===== config.mk =====
export PLATFORM = sky130hd
export DESIGN_NAME = elevator_scan_controller
export DESIGN_NICKNAME = d
export VERILOG_FILES = /design/src/rtl/core/esc_pkg.sv /design/src/rtl/core/elevator_scan_controller.sv
export SDC_FILE = /design/constraint.sdc
export NUM_CORES = 1
export LEC_CHECK = 0
export BUFFER_PORTS_ARGS = -buffer_cell sky130_fd_sc_hd__buf_4
export CORE_MARGIN = 2
export CORE_UTILIZATION = 34
export CTS_CLUSTER_DIAMETER = 80
export DETAILED_ROUTE_END_ITERATION = 16
export GPL_ROUTABILITY_DRIVEN = 0
export MAX_ROUTING_LAYER = met4
export PLACE_DENSITY_LB_ADDON = 0.08
export RECOVER_POWER = 100
export SETUP_SLACK_MARGIN = 0.5
export SYNTH_ARGS = -nofsm -noshare
export SYNTH_HDL_FRONTEND = slang
export SYNTH_SLANG_ARGS = --single-unit

===== constraint.sdc =====
create_clock -name clk -period 4.3 [get_ports clk]
set_input_delay 0.215 -clock clk [delete_from_list [all_inputs] [get_ports clk]]
set_output_delay 0.215 -clock clk [all_outputs]
set_load 0.1 [all_outputs]

===== src/rtl/core/esc_pkg.sv =====
package esc_pkg;

    localparam int NUM_FLOORS_DEF = 9;
    localparam int FLOOR_W        = 4;
    localparam int TIMER_W        = 16;
    localparam int PWM_W          = 8;
    localparam int CFG_INDEX_W    = 3;
    localparam int CFG_DATA_W     = 16;

    // register indexes of the configuration port
    localparam logic [CFG_INDEX_W-1:0] CFG_PWM_PERIOD   = 3'd0;
    localparam logic [CFG_INDEX_W-1:0] CFG_PULSE_CLOSED = 3'd1;
    localparam logic [CFG_INDEX_W-1:0] CFG_PULSE_OPEN   = 3'd2;
    localparam logic [CFG_INDEX_W-1:0] CFG_DOOR_TICKS   = 3'd3;
    localparam logic [CFG_INDEX_W-1:0] CFG_TRAVEL_TICKS = 3'd4;

    localparam logic [PWM_W-1:0]   PWM_PERIOD_RST   = 8'd200;
    localparam logic [PWM_W-1:0]   PULSE_CLOSED_RST = 8'd10;
    localparam logic [PWM_W-1:0]   PULSE_OPEN_RST   = 8'd15;
    localparam logic [TIMER_W-1:0] DOOR_TICKS_RST   = 16'd20000;
    localparam logic [TIMER_W-1:0] TRAVEL_TICKS_RST = 16'd10000;

    typedef enum logic [1:0] {
        MOTOR_STOP = 2'd0,
        MOTOR_UP   = 2'd1,
        MOTOR_DOWN = 2'd2
    } motor_t;

    typedef enum logic [1:0] {
        PH_IDLE   = 2'd0,
        PH_DEPART = 2'd1,
        PH_TRAVEL = 2'd2,
        PH_ARRIVE = 2'd3
    } phase_t;

endpackage


===== src/rtl/core/elevator_scan_controller.sv =====
// elevator scan controller with door servo pwm
// in channel: one item per timer tick, carrying an optional floor call
// (call_valid, call_floor); calls to floors beyond the shaft are dropped.
// out channel: one item per accepted tick with the servo level, motor
// command, car floor, door state, pending call bitmap and direction, all
// as they stand after that tick.
// cfg channel: cfg_index selects pwm_period, pulse_closed, pulse_open,
// door_ticks or travel_ticks; cfg_ready is always high and writes to
// unused indexes are dropped. write only while no tick is in flight.
// the result of a tick is registered into the output buffer.
// throughput: one tick per cycle unless the output buffer is full; the
// whole controller step sits between the state registers and a two-entry
// output buffer. a stalled receiver fills the second output entry, after
// which in_ready drops until the receiver takes an item.
// reset: car at floor 0, heading up, door closed, motor stopped, no calls,
// registers at their defaults, output buffer empty.
module elevator_scan_controller #(
    parameter int NUM_FLOORS = esc_pkg::NUM_FLOORS_DEF
) (
    input  logic                           clk,
    input  logic                           rst_n,
    input  logic                           in_valid,
    output logic                           in_ready,
    input  logic                           call_valid,
    input  logic [esc_pkg::FLOOR_W-1:0]    call_floor,
    output logic                           out_valid,
    input  logic                           out_ready,
    output logic                           servo_pulse,
    output logic [1:0]                     motor_drive,
    output logic [esc_pkg::FLOOR_W-1:0]    current_floor,
    output logic                           door_open,
    output logic [NUM_FLOORS-1:0]          pending_calls,
    output logic                           going_up,
    input  logic                           cfg_valid,
    output logic                           cfg_ready,
    input  logic [esc_pkg::CFG_INDEX_W-1:0] cfg_index,
    input  logic [esc_pkg::CFG_DATA_W-1:0]  cfg_data
);

    localparam int FW   = esc_pkg::FLOOR_W;
    localparam int TW   = esc_pkg::TIMER_W;
    localparam int PW   = esc_pkg::PWM_W;
    localparam int RES_W = 1 + 2 + FW + 1 + NUM_FLOORS + 1;

    // configuration registers
    logic [PW-1:0] pwm_period_reg, pulse_closed_reg, pulse_open_reg;
    logic [TW-1:0] door_ticks_reg, travel_ticks_reg;

    // controller state
    logic [NUM_FLOORS-1:0] calls_reg, calls_next;
    logic                  dir_up_reg, dir_up_next;
    logic [FW-1:0]         floor_reg, floor_next;
    esc_pkg::phase_t       phase_reg, phase_next;
    logic [TW-1:0]         timer_reg, timer_next;
    logic [PW-1:0]         pwm_cnt_reg, pwm_cnt_next;
    logic                  door_reg, door_next;
    esc_pkg::motor_t       motor_reg, motor_next;

    // output buffer
    logic             out_valid_reg, skid_valid_reg;
    logic [RES_W-1:0] out_data_reg, skid_data_reg;
    logic [RES_W-1:0] result;

    logic in_accept;
    logic out_take;

    logic [NUM_FLOORS-1:0] call_onehot, calls_in;
    logic [NUM_FLOORS-1:0] here_onehot, step_onehot;
    logic [NUM_FLOORS-1:0] ge_mask, le_mask;
    logic                  timer_done;
    logic                  at_top, at_bottom, at_end;
    logic [FW-1:0]         step_floor;
    logic                  call_here, call_step;
    logic                  dir_keep_up;
    logic [PW:0]           pwm_inc;
    logic [PW-1:0]         pulse_sel;

    assign in_ready  = !skid_valid_reg;
    assign in_accept = in_valid && in_ready;
    assign out_take  = out_valid_reg && out_ready;
    assign cfg_ready = 1'b1;

    always_ff @(posedge clk or negedge rst_n)
    begin
        if (!rst_n)
        begin
            pwm_period_reg   <= esc_pkg::PWM_PERIOD_RST;
            pulse_closed_reg <= esc_pkg::PULSE_CLOSED_RST;
            pulse_open_reg   <= esc_pkg::PULSE_OPEN_RST;
            door_ticks_reg   <= esc_pkg::DOOR_TICKS_RST;
            travel_ticks_reg <= esc_pkg::TRAVEL_TICKS_RST;
        end
        else if (cfg_valid && cfg_ready)
        begin
            unique case (cfg_index)
                esc_pkg::CFG_PWM_PERIOD:   pwm_period_reg   <= cfg_data[PW-1:0];
                esc_pkg::CFG_PULSE_CLOSED: pulse_closed_reg <= cfg_data[PW-1:0];
                esc_pkg::CFG_PULSE_OPEN:   pulse_open_reg   <= cfg_data[PW-1:0];
                esc_pkg::CFG_DOOR_TICKS:   door_ticks_reg   <= cfg_data[TW-1:0];
                esc_pkg::CFG_TRAVEL_TICKS: travel_ticks_reg <= cfg_data[TW-1:0];
                default: ;
            endcase
        end
    end

    // floor decodes, built by compare so out-of-range floors match nothing
    always_comb
    begin
        for (int i = 0; i < NUM_FLOORS; i++)
        begin
            call_onehot[i] = (call_floor == FW'(i));
            here_onehot[i] = (floor_reg == FW'(i));
            step_onehot[i] = (step_floor == FW'(i));
            ge_mask[i]     = (FW'(i) >= floor_reg);
            le_mask[i]     = (FW'(i) <= floor_reg);
        end
    end

    assign calls_in   = calls_reg | (call_valid ? call_onehot : '0);
    assign timer_done = (timer_reg <= TW'(1));
    assign at_top     = (floor_reg == FW'(NUM_FLOORS - 1));
    assign at_bottom  = (floor_reg == '0);
    assign at_end     = dir_up_reg ? at_top : at_bottom;
    assign step_floor = at_end ? floor_reg
                      : (dir_up_reg ? floor_reg + FW'(1) : floor_reg - FW'(1));
    assign call_here  = |(calls_in & here_onehot);
    assign call_step  = |(calls_in & step_onehot);
    // keep heading if a call lies at or beyond the car in that direction
    assign dir_keep_up = dir_up_reg ? (|(calls_in & ge_mask))
                                    : !(|(calls_in & le_mask));

    always_comb
    begin
        phase_next = phase_reg;
        unique case (phase_reg)
            esc_pkg::PH_IDLE:
                if (|calls_in)
                    phase_next = esc_pkg::PH_DEPART;
            esc_pkg::PH_DEPART:
                if (timer_done)
                    phase_next = call_here ? esc_pkg::PH_ARRIVE : esc_pkg::PH_TRAVEL;
            esc_pkg::PH_TRAVEL:
                if (timer_done && (at_end || call_step))
                    phase_next = esc_pkg::PH_ARRIVE;
            esc_pkg::PH_ARRIVE:
                if (timer_done)
                    phase_next = esc_pkg::PH_IDLE;
            default:
                phase_next = esc_pkg::PH_IDLE;
        endcase
    end

    always_comb
    begin
        calls_next  = calls_in;
        dir_up_next = dir_up_reg;
        floor_next  = floor_reg;
        timer_next  = timer_reg - TW'(1);
        door_next   = door_reg;
        motor_next  = motor_reg;
        unique case (phase_reg)
            esc_pkg::PH_IDLE:
            begin
                timer_next = timer_reg;
                if (|calls_in)
                begin
                    dir_up_next = dir_keep_up;
                    door_next   = 1'b1;
                    timer_next  = door_ticks_reg;
                end
            end
            esc_pkg::PH_DEPART:
                if (timer_done)
                begin
                    if (call_here)
                    begin
                        calls_next = calls_in & ~here_onehot;
                        motor_next = esc_pkg::MOTOR_STOP;
                        door_next  = 1'b1;
                        timer_next = door_ticks_reg;
                    end
                    else
                    begin
                        motor_next = dir_up_reg ? esc_pkg::MOTOR_UP : esc_pkg::MOTOR_DOWN;
                        door_next  = 1'b0;
                        timer_next = travel_ticks_reg;
                    end
                end
            esc_pkg::PH_TRAVEL:
                if (timer_done)
                begin
                    floor_next = step_floor;
                    if (at_end || call_step)
                    begin
                        calls_next = calls_in & ~step_onehot;
                        motor_next = esc_pkg::MOTOR_STOP;
                        door_next  = 1'b1;
                        timer_next = door_ticks_reg;
                    end
                    else
                        timer_next = travel_ticks_reg;
                end
            esc_pkg::PH_ARRIVE:
                if (timer_done)
                begin
                    door_next  = 1'b0;
                    timer_next = '0;
                end
            default: ;
        endcase
    end

    assign pwm_inc      = {1'b0, pwm_cnt_reg} + (PW+1)'(1);
    assign pwm_cnt_next = (pwm_inc >= {1'b0, pwm_period_reg}) ? '0 : pwm_inc[PW-1:0];
    assign pulse_sel    = door_next ? pulse_open_reg : pulse_closed_reg;

    assign result = {pwm_cnt_next < pulse_sel, motor_next, floor_next, door_next,
                     calls_next, dir_up_next};

    always_ff @(posedge clk or negedge rst_n)
    begin
        if (!rst_n)
        begin
            calls_reg   <= '0;
            dir_up_reg  <= 1'b1;
            floor_reg   <= '0;
            phase_reg   <= esc_pkg::PH_IDLE;
            timer_reg   <= '0;
            pwm_cnt_reg <= '0;
            door_reg    <= 1'b0;
            motor_reg   <= esc_pkg::MOTOR_STOP;
        end
        else if (in_accept)
        begin
            calls_reg   <= calls_next;
            dir_up_reg  <= dir_up_next;
            floor_reg   <= floor_next;
            phase_reg   <= phase_next;
            timer_reg   <= timer_next;
            pwm_cnt_reg <= pwm_cnt_next;
            door_reg    <= door_next;
            motor_reg   <= motor_next;
        end
    end

    // two-entry output buffer: skid entry fills only while the head stalls
    always_ff @(posedge clk or negedge rst_n)
    begin
        if (!rst_n)
        begin
            out_valid_reg  <= 1'b0;
            skid_valid_reg <= 1'b0;
        end
        else if (out_take || !out_valid_reg)
        begin
            out_valid_reg  <= skid_valid_reg || in_accept;
            skid_valid_reg <= 1'b0;
        end
        else if (in_accept)
            skid_valid_reg <= 1'b1;
    end

    always_ff @(posedge clk)
    begin
        if (out_take || !out_valid_reg)
            out_data_reg <= skid_valid_reg ? skid_data_reg : result;
        else if (in_accept)
            skid_data_reg <= result;
    end

    assign out_valid     = out_valid_reg;
    assign servo_pulse   = out_data_reg[RES_W-1];
    assign motor_drive   = out_data_reg[RES_W-2 -: 2];
    assign current_floor = out_data_reg[RES_W-4 -: FW];
    assign door_open     = out_data_reg[NUM_FLOORS+1];
    assign pending_calls = out_data_reg[NUM_FLOORS:1];
    assign going_up      = out_data_reg[0];

endmodule


## Word-level counts from Yosys, hierarchy flattened

Cells that the tools add are included.
Widths: inputs -> output; s select.

- Bits in registers: 137
- Latch bits: 0
- RAM bits: 0
- ROM bits: 0
- Bits of input ports: 29
- Memories: 0

- Add/sub/neg operators: 4
- $mul: 0
- Divide/modulo/power cells: 0
- Order comparisons: 21
- Eq/ne operators: 35
- Shift operators: 0
- Muxes and demuxes: 45
- Bitwise operators: 10
- Reductions and logical operators: 28

Operator list:

| cell | number |
|---|---|
| $mux 16 | 6 |
| $pmux 16 s4 | 1 |
| $and 9x9->9 | 6 |
| $eq 4x3->1 const B | 12 |
| $mux 9 | 5 |
| $reduce_or 9->1 | 5 |
| $eq 4x2->1 const B | 6 |
| $mux 18 | 1 |
| $mux 2 | 9 |
| $not 9->9 | 2 |
| $pmux 9 s2 | 1 |
| $ge 3x4->1 const A | 4 |
| $le 16x1->1 const B | 1 |
| $le 3x4->1 const A | 4 |
| $mux 4 | 4 |
| $mux 8 | 2 |
| $sub 16x1->16 const B | 1 |
| $reduce_and 2->1 | 7 |
| $mux 1 | 13 |
| $eq 4x1->1 const B | 3 |
| $eq 4x4->1 const B | 3 |
| $logic_not 4->1 | 3 |
| $add 8x1->9 const B | 1 |
| $ge 9x8->1 | 1 |
| 27 further kinds | 42 |

## Logic depth before layout (Yosys ltp)

Gate-level depths: netlist (run 1).

- Word-level depth: 13
- Depth in mapped cells: 20
- Gate-level depth less buffers: 18

## Least setup slack after synthesis (run 1)

Ideal clock, no wire load.

- Path type: reg2reg
- Start point: reg floor_reg[0]
- End point: reg out_data_reg[17] (data pin)
- Setup time: 0.129 ns
- Arrival: 3.938 ns
- Path slack: 0.232 ns
- Stages on the path, launching flop included: 21
- Path buffers: 2
- Period minus slack after synthesis: 4.068 ns
- Cell sequence: dfrtp_1 -> buf_2 -> clkinv_1 -> ha_1 -> buf_2 -> nand3b_1 -> nor3_2 -> or3_4 -> nor4b_2 -> o21ai_1 -> a31o_1 -> nand2_1 -> nand2_2 -> inv_4 -> mux2i_1 -> ha_1 -> a21o_1 -> a21oi_1 -> o211ai_1 -> mux2i_1 -> o21a_1

- Longest elaborated chain between the ends: 13

RTL lines:

| element | RTL line | source |
|---|---|---|
| from (decl) | elevator_scan_controller.sv:52 | `logic [FW-1:0] floor_reg, floor_next;` |
| from (signal assigned) | elevator_scan_controller.sv:237 | `floor_reg <= floor_next;` |
| $sub 4x1->4 (tied with other cells) | elevator_scan_controller.sv:125 | `: (dir_up_reg ? floor_reg + FW'(1) : floor_reg - FW'(1));` |
| $mux 4 / $mux 1 (equally long branches) | elevator_scan_controller.sv:125, elevator_scan_controller.sv:123 |  |
| $mux 4 | elevator_scan_controller.sv:124 | `assign step_floor = at_end ? floor_reg` |
| $eq 4x1->1 (tied with other cells) | elevator_scan_controller.sv:113 | `step_onehot[i] = (step_floor == FW'(i));` |
| $and 9x9->9 | elevator_scan_controller.sv:127 | `assign call_step = \|(calls_in & step_onehot);` |
| $reduce_or 9->1 | elevator_scan_controller.sv:127 |  |
| $logic_or 1x1->1 | elevator_scan_controller.sv:193 | `if (at_end \|\| call_step)` |
| $mux 1 | elevator_scan_controller.sv:193 |  |
| $mux 1 | elevator_scan_controller.sv:190 | `if (timer_done)` |
| $pmux 1 s4 (*) | elevator_scan_controller.sv:161 | `unique case (phase_reg)` |
| named net door_next | elevator_scan_controller.sv:56 | `logic door_reg, door_next;` |
| $mux 8 (*) | elevator_scan_controller.sv:215 | `assign pulse_sel = door_next ? pulse_open_reg : pulse_closed_reg;` |
| $lt 8x8->1 (*) | elevator_scan_controller.sv:217 | `assign result = {pwm_cnt_next < pulse_sel, motor_next, floor_next, door_next,` |
| $mux 18 (*) | elevator_scan_controller.sv:266 | `out_data_reg <= skid_valid_reg ? skid_data_reg : result;` |
| to (signal assigned) | elevator_scan_controller.sv:266 |  |
| to (decl) | elevator_scan_controller.sv:61 | `logic [RES_W-1:0] out_data_reg, skid_data_reg;` |

The timed path passes the listed nets; every way through them passes the cells marked *.
A chain may end at the register's enable or synchronous reset.

## Worst setup path after layout (run 1)

- Start point: reg floor_reg[0]
- End point: reg out_data_reg[6] (data pin)

- Longest elaborated chain between the ends: 11

RTL lines:

| element | RTL line |
|---|---|
| $sub 4x1->4 (tied with other cells) | elevator_scan_controller.sv:125 |
| $mux 4 / $mux 1 (equally long branches) | elevator_scan_controller.sv:125, elevator_scan_controller.sv:123 |
| $mux 4 | elevator_scan_controller.sv:124 |
| $eq 4x1->1 (tied with other cells) | elevator_scan_controller.sv:113 |
| $and 9x9->9 | elevator_scan_controller.sv:127 |
| $reduce_or 9->1 | elevator_scan_controller.sv:127 |
| $logic_or 1x1->1 | elevator_scan_controller.sv:193 |
| $mux 9 | elevator_scan_controller.sv:193 |
| $mux 9 | elevator_scan_controller.sv:190 |
| $pmux 9 s2 (*) | elevator_scan_controller.sv:161 |
| $mux 18 (*) | elevator_scan_controller.sv:266 |

Every way passes the cells marked *; elsewhere a longest branch is shown, timed or not.

==> results of run 1 <==
==> cell type report <==
class                   count  share of cell area
well taps                 324              0.0404
repair buffers            107              0.0720
flip-flops and latches    137               0.363
repair inverters            1            0.000374
inverters                  45              0.0178
multi-input cells         608               0.449
clock inverters            15              0.0155
clock buffers              17              0.0424
==> cells in the final DEF, fill, tap and decap left out, types with 13 or more instances in the layout <==
master and instances:
a21oi_1 50, buf_4 70, clkbuf_1 30, clkbuf_16 17, dfrtp_1 77, dfstp_2 20
edfxtp_1 36, ha_1 24, inv_1 42, mux2_2 72, mux2i_1 17, nand2_1 75
nand3_1 20, nor2_1 42, nor3_1 13, o21ai_0 47
==> routing by layer <==
layer  share of wire  up-vias  GRT usage
met1            0.46     3331      0.244
met2            0.48      164      0.306
met3           0.035       38     0.0354
li1                -     3231          -
met5               0        -          -
met4           0.023        0     0.0625
==> where the power goes <==
| part | switching [W] | internal (W) |
|---|---|---|
| sequential | 0.000270 | 0.00172 |
| clock | 0.000677 | 0.000772 |
| combinational | 0.00217 | 0.00144 |
==> cell families (layout without fill, tap and decap cells) <==
kind of cell	Yosys count	count (layout)	share of synthesized area
and+or+nand+nor	233	233	0.146
xor gates and xnor gates	24	24	0.0251
DFF	137	137	0.434
buffers and inverters	93	185	0.0455
other	1	1	0.000447
adders and majority gates	27	27	0.0403
AOI/OAI and AO/OA	225	225	0.179
muxes	98	98	0.129
==> worst max-delay path, stage by stage, from the launching register on <==
cell      delay [ns]
dfrtp_2         0.44
clkinv_4        0.05
ha_1            0.31
nor3b_4         0.30
and3_4          0.24
nor3_4          0.06
buf_4           0.16
or2_2           0.30
o21a_1          0.18
buf_4           0.15
a31oi_1         0.22
o21ai_0         0.35
o21ai_0         0.76
o21ai_1         0.11
==> what timing repair did <==
action,4_1_cts,5_1_grt
setup endpoints to repair,7,2
cloned,1,0
hold endpoints to repair,21,0
hold buffers,2,0
pin swaps,14,13
buffers inserted,19,8
resized for setup,26,16
==> Yosys cell counts (all sizes together), types with 17 or more instances <==
library cell / instances
clkbuf: 30
ha: 27
a21oi: 54
dfstp: 20
dfrtp: 81
nand2: 78
buf: 18
edfxtp: 36
mux2i: 17
nor2: 46
inv: 44
o21ai: 61
mux2: 81
nor3: 17
nand3: 21
==> worst min-delay path by stage <==
stage / to / startpoint / cells past startpoint / slack (ns)
floorplan: calls_reg[0] / rst_n / 0 / -0.08
global placement: calls_reg[1] / rst_n / 1 / 0.43
detailed placement: out_valid / in_valid / 3 / 0.44
CTS: travel_ticks_reg[14] / cfg_data[14] / 2 / 0.006
global route: door_ticks_reg[13] / cfg_data[13] / 2 / 0.009
finish: travel_ticks_reg[14] / cfg_data[14] / 2 / 0.02
==> per-stage QoR <==
step | total power (W) | instance area [um2] | util
after global placement | 0.00533 | 9190 | 0.379
after CTS | 0.00710 | 10100 | 0.415
after floorplan | 0.00447 | 8400 | -
after global routing | 0.00753 | 10000 | 0.414
after detailed placement | 0.00540 | 9190 | 0.379
final | 0.00705 | 10000 | 0.414
==> run_results.csv, run 1 <==
group,metric,value,unit
cts,cts.sinks,137,
cts,root_buffer,"clkbuf_16",
global_routing,grt_pass1_vias,6786,
timing,finalCritPeriodShare,0.909,
critical_path,rr_startpoint,"floor_reg[0]",
timing,fmax,0.256,GHz
cts,cts_max_level,4,
placed_design,hpwl,16000,um
drt,route.detailed.drc,0,
synthesis,ys.flop_type,"dfrtp_1",
synthesis,synth_edf_count,36,
layout,antenna-diode-count,0,
global_routing,grt_max_degree,70,
timing,setup-violations-final,0,
critical_path,timing.rr.end,"out_data_reg[6]",
synthesis,ys_top_cells_by_area,"dfrtp_1, edfxtp_1, mux2_2",
placed_design,pre_cts_ws,0.0218,ns
cts,clock_latency,0.43,ns
placed_design,dp.cells,1192,
critical_path,critPathKind,"register to register",
synthesis,yosysTopAreaCell,"dfrtp_1",
global_routing,grt_overflow_total,0,
timing,fin_crit,3.91,ns
drt,drt-wirelength-per-cell,18.7,um
cts,clkTransAtPathRegs,0.07,ns
synthesis,yosysWarnings,0,
die,boundaryPins,50,
global_routing,grt_pass1_wl,37600,um
cts,clockBufferDepth,2,
drt,drtIter0Drc,436,
synthesis,avgSynthCellArea,10.0,um2
power_and_ir_drop,power.density,703,nW/um2
timing,rsz0062_at_grt,"true",
die,core_area,24200,um2
timing,skew,0.00910,ns
synthesis,syn_nets,894,
timing,hold_ws,0.0196,ns
global_routing,grt_usage,0.191,
status,violations,"max-capacitance violations, max-slew violations",
layout,fin_cells,1254,
drt,drt_wl_total,23400,um
timing,tightest_slew,1.92,ns
timing,setup_slack,0.390,ns
job,maxCapViolations,2,
layout,layout-drive-gt1-share,0.275,
drt,ant_nets,0,
drt,first_pass_iters,6,
die,die_y,161,um
critical_path,path_max_fanout,8,
critical_path,worst-r2r-setup-slack,0.39,ns
timing,report.final.slew_viol_count,104,
die,initial_utilization,0.346,
synthesis,synth.distinct_cells,85,
global_routing,antenna_found_initial,0,
layout,design.final.nets,973,
critical_path,cp.required,4.46,ns
critical_path,critPathArrivalTime,4.07,ns
critical_path,startpoint_type,"register",
synthesis,syn_area,8380,um2
critical_path,cp-end-kind,"register",
drt,vias_per_cell,5.39,
synthesis,ys_seq_area_frac,0.434,
drt,vias,6764,
die,row_count,57,
cts,cts_buffers,17,
timing,timing.slew.headroom,-0.281,
synthesis,synth_top_area_frac,0.242,
layout,multiInputGateArea,4500,um2
status,status,"finished, violations left",
critical_path,r2r.worst_path.cells,13,
critical_path,crit_start,"floor_reg[0]",
cts,cts_tree,"built",
synthesis,synth-seq-cells,137,
synthesis,synthArstFlopShare,0.737,
layout,regArea,3640,um2
power_and_ir_drop,vdd_drop_max,278,uV
layout,area_growth,19.7,%
hold_path,hp-class,"input port to register",
layout,fillers,2446,
timing,hold_viol_final,0,
critical_path,cp-endpoint,"out_data_reg[6]",
synthesis,netlist_instances,838,
power_and_ir_drop,leakagePower,4.20,nW
die,die_w,161,um
die,die_area,25900,um2
placed_design,place.port_buffers,48,
timing,fin_setup_tns,0,ns
(Power assumes the default switching activity.)
==> inputs of run 2 (changes only) <==
--- a/config.mk
+++ b/config.mk
@@ -7,7 +7,7 @@
 export LEC_CHECK = 0
 export BUFFER_PORTS_ARGS = -buffer_cell sky130_fd_sc_hd__buf_4
 export CORE_MARGIN = 2
-export CORE_UTILIZATION = 34
+export CORE_UTILIZATION = 24
 export CTS_CLUSTER_DIAMETER = 80
 export DETAILED_ROUTE_END_ITERATION = 16
 export GPL_ROUTABILITY_DRIVEN = 0
==> run 2 against run 1 <==
Against the previous run: clock skew grew 0.0026 ns; the flow still finishes with violations (max-capacitance violations, max-slew violations); cell area grew 4.4%; die area grew 41%.
==> run_results.csv, run 2 (synthesized netlist as in run 1, its figures left out) <==
group,metric,value,unit
status,status,"finished, violations left",
status,violations,"max-capacitance violations, max-slew violations",
cts,cts_buffers,17,
timing,fmax,0.253,GHz
critical_path,critPathBufInv,3,
timing,fin_setup_tns,0,ns
layout,area_growth,24.9,%
timing,rsz0062_at_grt,"true",
timing,setup_slack,0.353,ns
placed_design,place.port_buffers,48,
timing,hold_ws,0.0205,ns
cts,clock_latency,0.43,ns
timing,skew,0.0117,ns
cts,root_buffer,"clkbuf_16",
power_and_ir_drop,vdd_drop_max,325,uV
layout,antenna-diode-count,0,
global_routing,grt_overflow_total,0,
hold_path,hp-class,"input port to register",
critical_path,cp-end-kind,"register",
critical_path,slowest_stage,"dfrtp_1",
timing,report.final.slew_viol_count,29,
timing,timing.slew.headroom,-0.0680,
critical_path,cp.required,4.48,ns
power_and_ir_drop,leakagePower,4.30,nW
job,maxCapViolations,1,
timing,fin_crit,3.95,ns
timing,finalCritPeriodShare,0.918,
drt,vias,6737,
drt,ant_nets,0,
placed_design,pre_cts_ws,0.139,ns
timing,tightest_slew,1.60,ns
critical_path,startpoint_type,"register",
placed_design,hpwl,18200,um
layout,design.final.nets,1010,
critical_path,crit_chain,"or3_1 -> or2_2 -> nor4_4 -> clkbuf_1 -> o21ai_4 -> a221oi_4 -> nand2_1 -> nand2_1 -> clkinv_4 -> buf_6 -> mux2i_1 -> ha_2 -> a21o_1 -> a21oi_2 -> a21o_1 -> nand2b_1 -> o21a_1",
die,die_area,36400,um2
critical_path,critPathArrivalTime,4.13,ns
global_routing,grt_usage,0.151,
critical_path,path_delay_family,"simple AND/OR/NAND/NOR gates",
critical_path,critPathKind,"register to register",
drt,drtIter0Drc,353,
drt,drt-wirelength-per-cell,18.3,um
drt,route.detailed.drc,0,
die,row_count,68,
die,boundaryPins,50,
timing,hold_viol_final,0,
cts,cts_max_level,4,
drt,vias_per_cell,4.74,
layout,layout-drive-gt1-share,0.292,
cts,clockBufferDepth,2,
timing,setup-violations-final,0,
layout,final_area,10500,um2
cts,cts.sinks,137,
layout,final_common_cell,"buf_4",
die,die_y,191,um
global_routing,grt_pass1_vias,6725,
cts,cts_tree,"built",
power_and_ir_drop,power.density,693,nW/um2
die,core_area,34500,um2
global_routing,grt_max_degree,51,
drt,drt_wl_total,26100,um
critical_path,path_max_fanout,8,
drt,first_pass_iters,5,
die,initial_utilization,0.243,
die,die_w,191,um
layout,final_cell_mix,"buf_4, dfrtp_1, nand2_1",
global_routing,antenna_found_initial,0,
cts,clkTransAtPathRegs,0.06,ns
placed_design,placed_area,9510,um2
global_routing,grt_pass1_wl,40400,um
layout,fillers,3651,
critical_path,slowest_delay,0.41,ns
[run 2: cell types whose count changed in the layout (fill, tap and decap cells not counted), sizes merged]
cell,previous run,this run
buf,73,101
bufinv,0,1
clkbuf,49,63
clkinv,6,9
clkinvlp,2,4
inv,53,42
[run 2: layer usage]
layer  wire length (um)  vias up  track usage  part of all wire
li1                   -     3305            -                 -
met1              12700     3320        0.198              0.49
met2              12300      100        0.240              0.47
met3                723       12       0.0247             0.028
met4                293        0       0.0432             0.011
met5                  0        -            -                 0
[run 2: cell type report]
class                   instances  area, um2  share of cell area
multi-input cells             608       4560               0.436
flip-flops and latches        137       3640               0.348
repair buffers                145        995              0.0950
well taps                     455        569              0.0544
clock buffers                  21        440              0.0421
inverters                      45        183              0.0174
clock inverters                11       82.6             0.00789
[run 2: worst paths after layout]
kind | slack, ns | startpoint | cells past startpoint | endpoint
setup / recovery | 0.35 | timer_reg[12] | 17 | out_data_reg[17]
hold / removal | 0.02 | cfg_data[15] | 2 | door_ticks_reg[15]
setup reg to reg | 0.35 | timer_reg[12] | 17 | out_data_reg[17]
hold reg to reg | 0.51 | pulse_closed_reg[4] | 1 | pulse_closed_reg[4]
max in group asynchronous | 1.95 | rst_n | 3 | pulse_closed_reg[4]
min in group asynchronous | 0.40 | rst_n | 2 | out_valid
[run 2: report_power, final]
group	internal (W)	switching (W)	total (W)
clock network	0.000783	0.000577	0.00136
registers	0.00172	0.000261	0.00198
logic	0.00165	0.00226	0.00391
total	0.00416	0.00310	0.00726
[run 2: timing repair]
action | 4_1_cts | 5_1_grt
pin swaps | 19 | 31
hold buffers | 2 | 0
setup endpoints to repair | 2 | 2
setup buffers | 20 | 27
gates resized for setup | 24 | 29
endpoints found under the hold margin | 43 | 0
cloned | 0 | 0
[run 2: per-stage QoR]
| step | total power (W) | std cells | utilization |
|---|---|---|---|
| 6_report | 0.00726 | 1422 | 0.304 |
| 5_1_grt | 0.00782 | 1422 | 0.304 |
| 4_1_cts | 0.00715 | 1395 | 0.299 |
| 3_5_place_dp | 0.00554 | 1341 | 0.276 |
| 3_3_place_gp | 0.00555 | 1341 | 0.276 |
| 2_1_floorplan | 0.00447 | 838 | - |
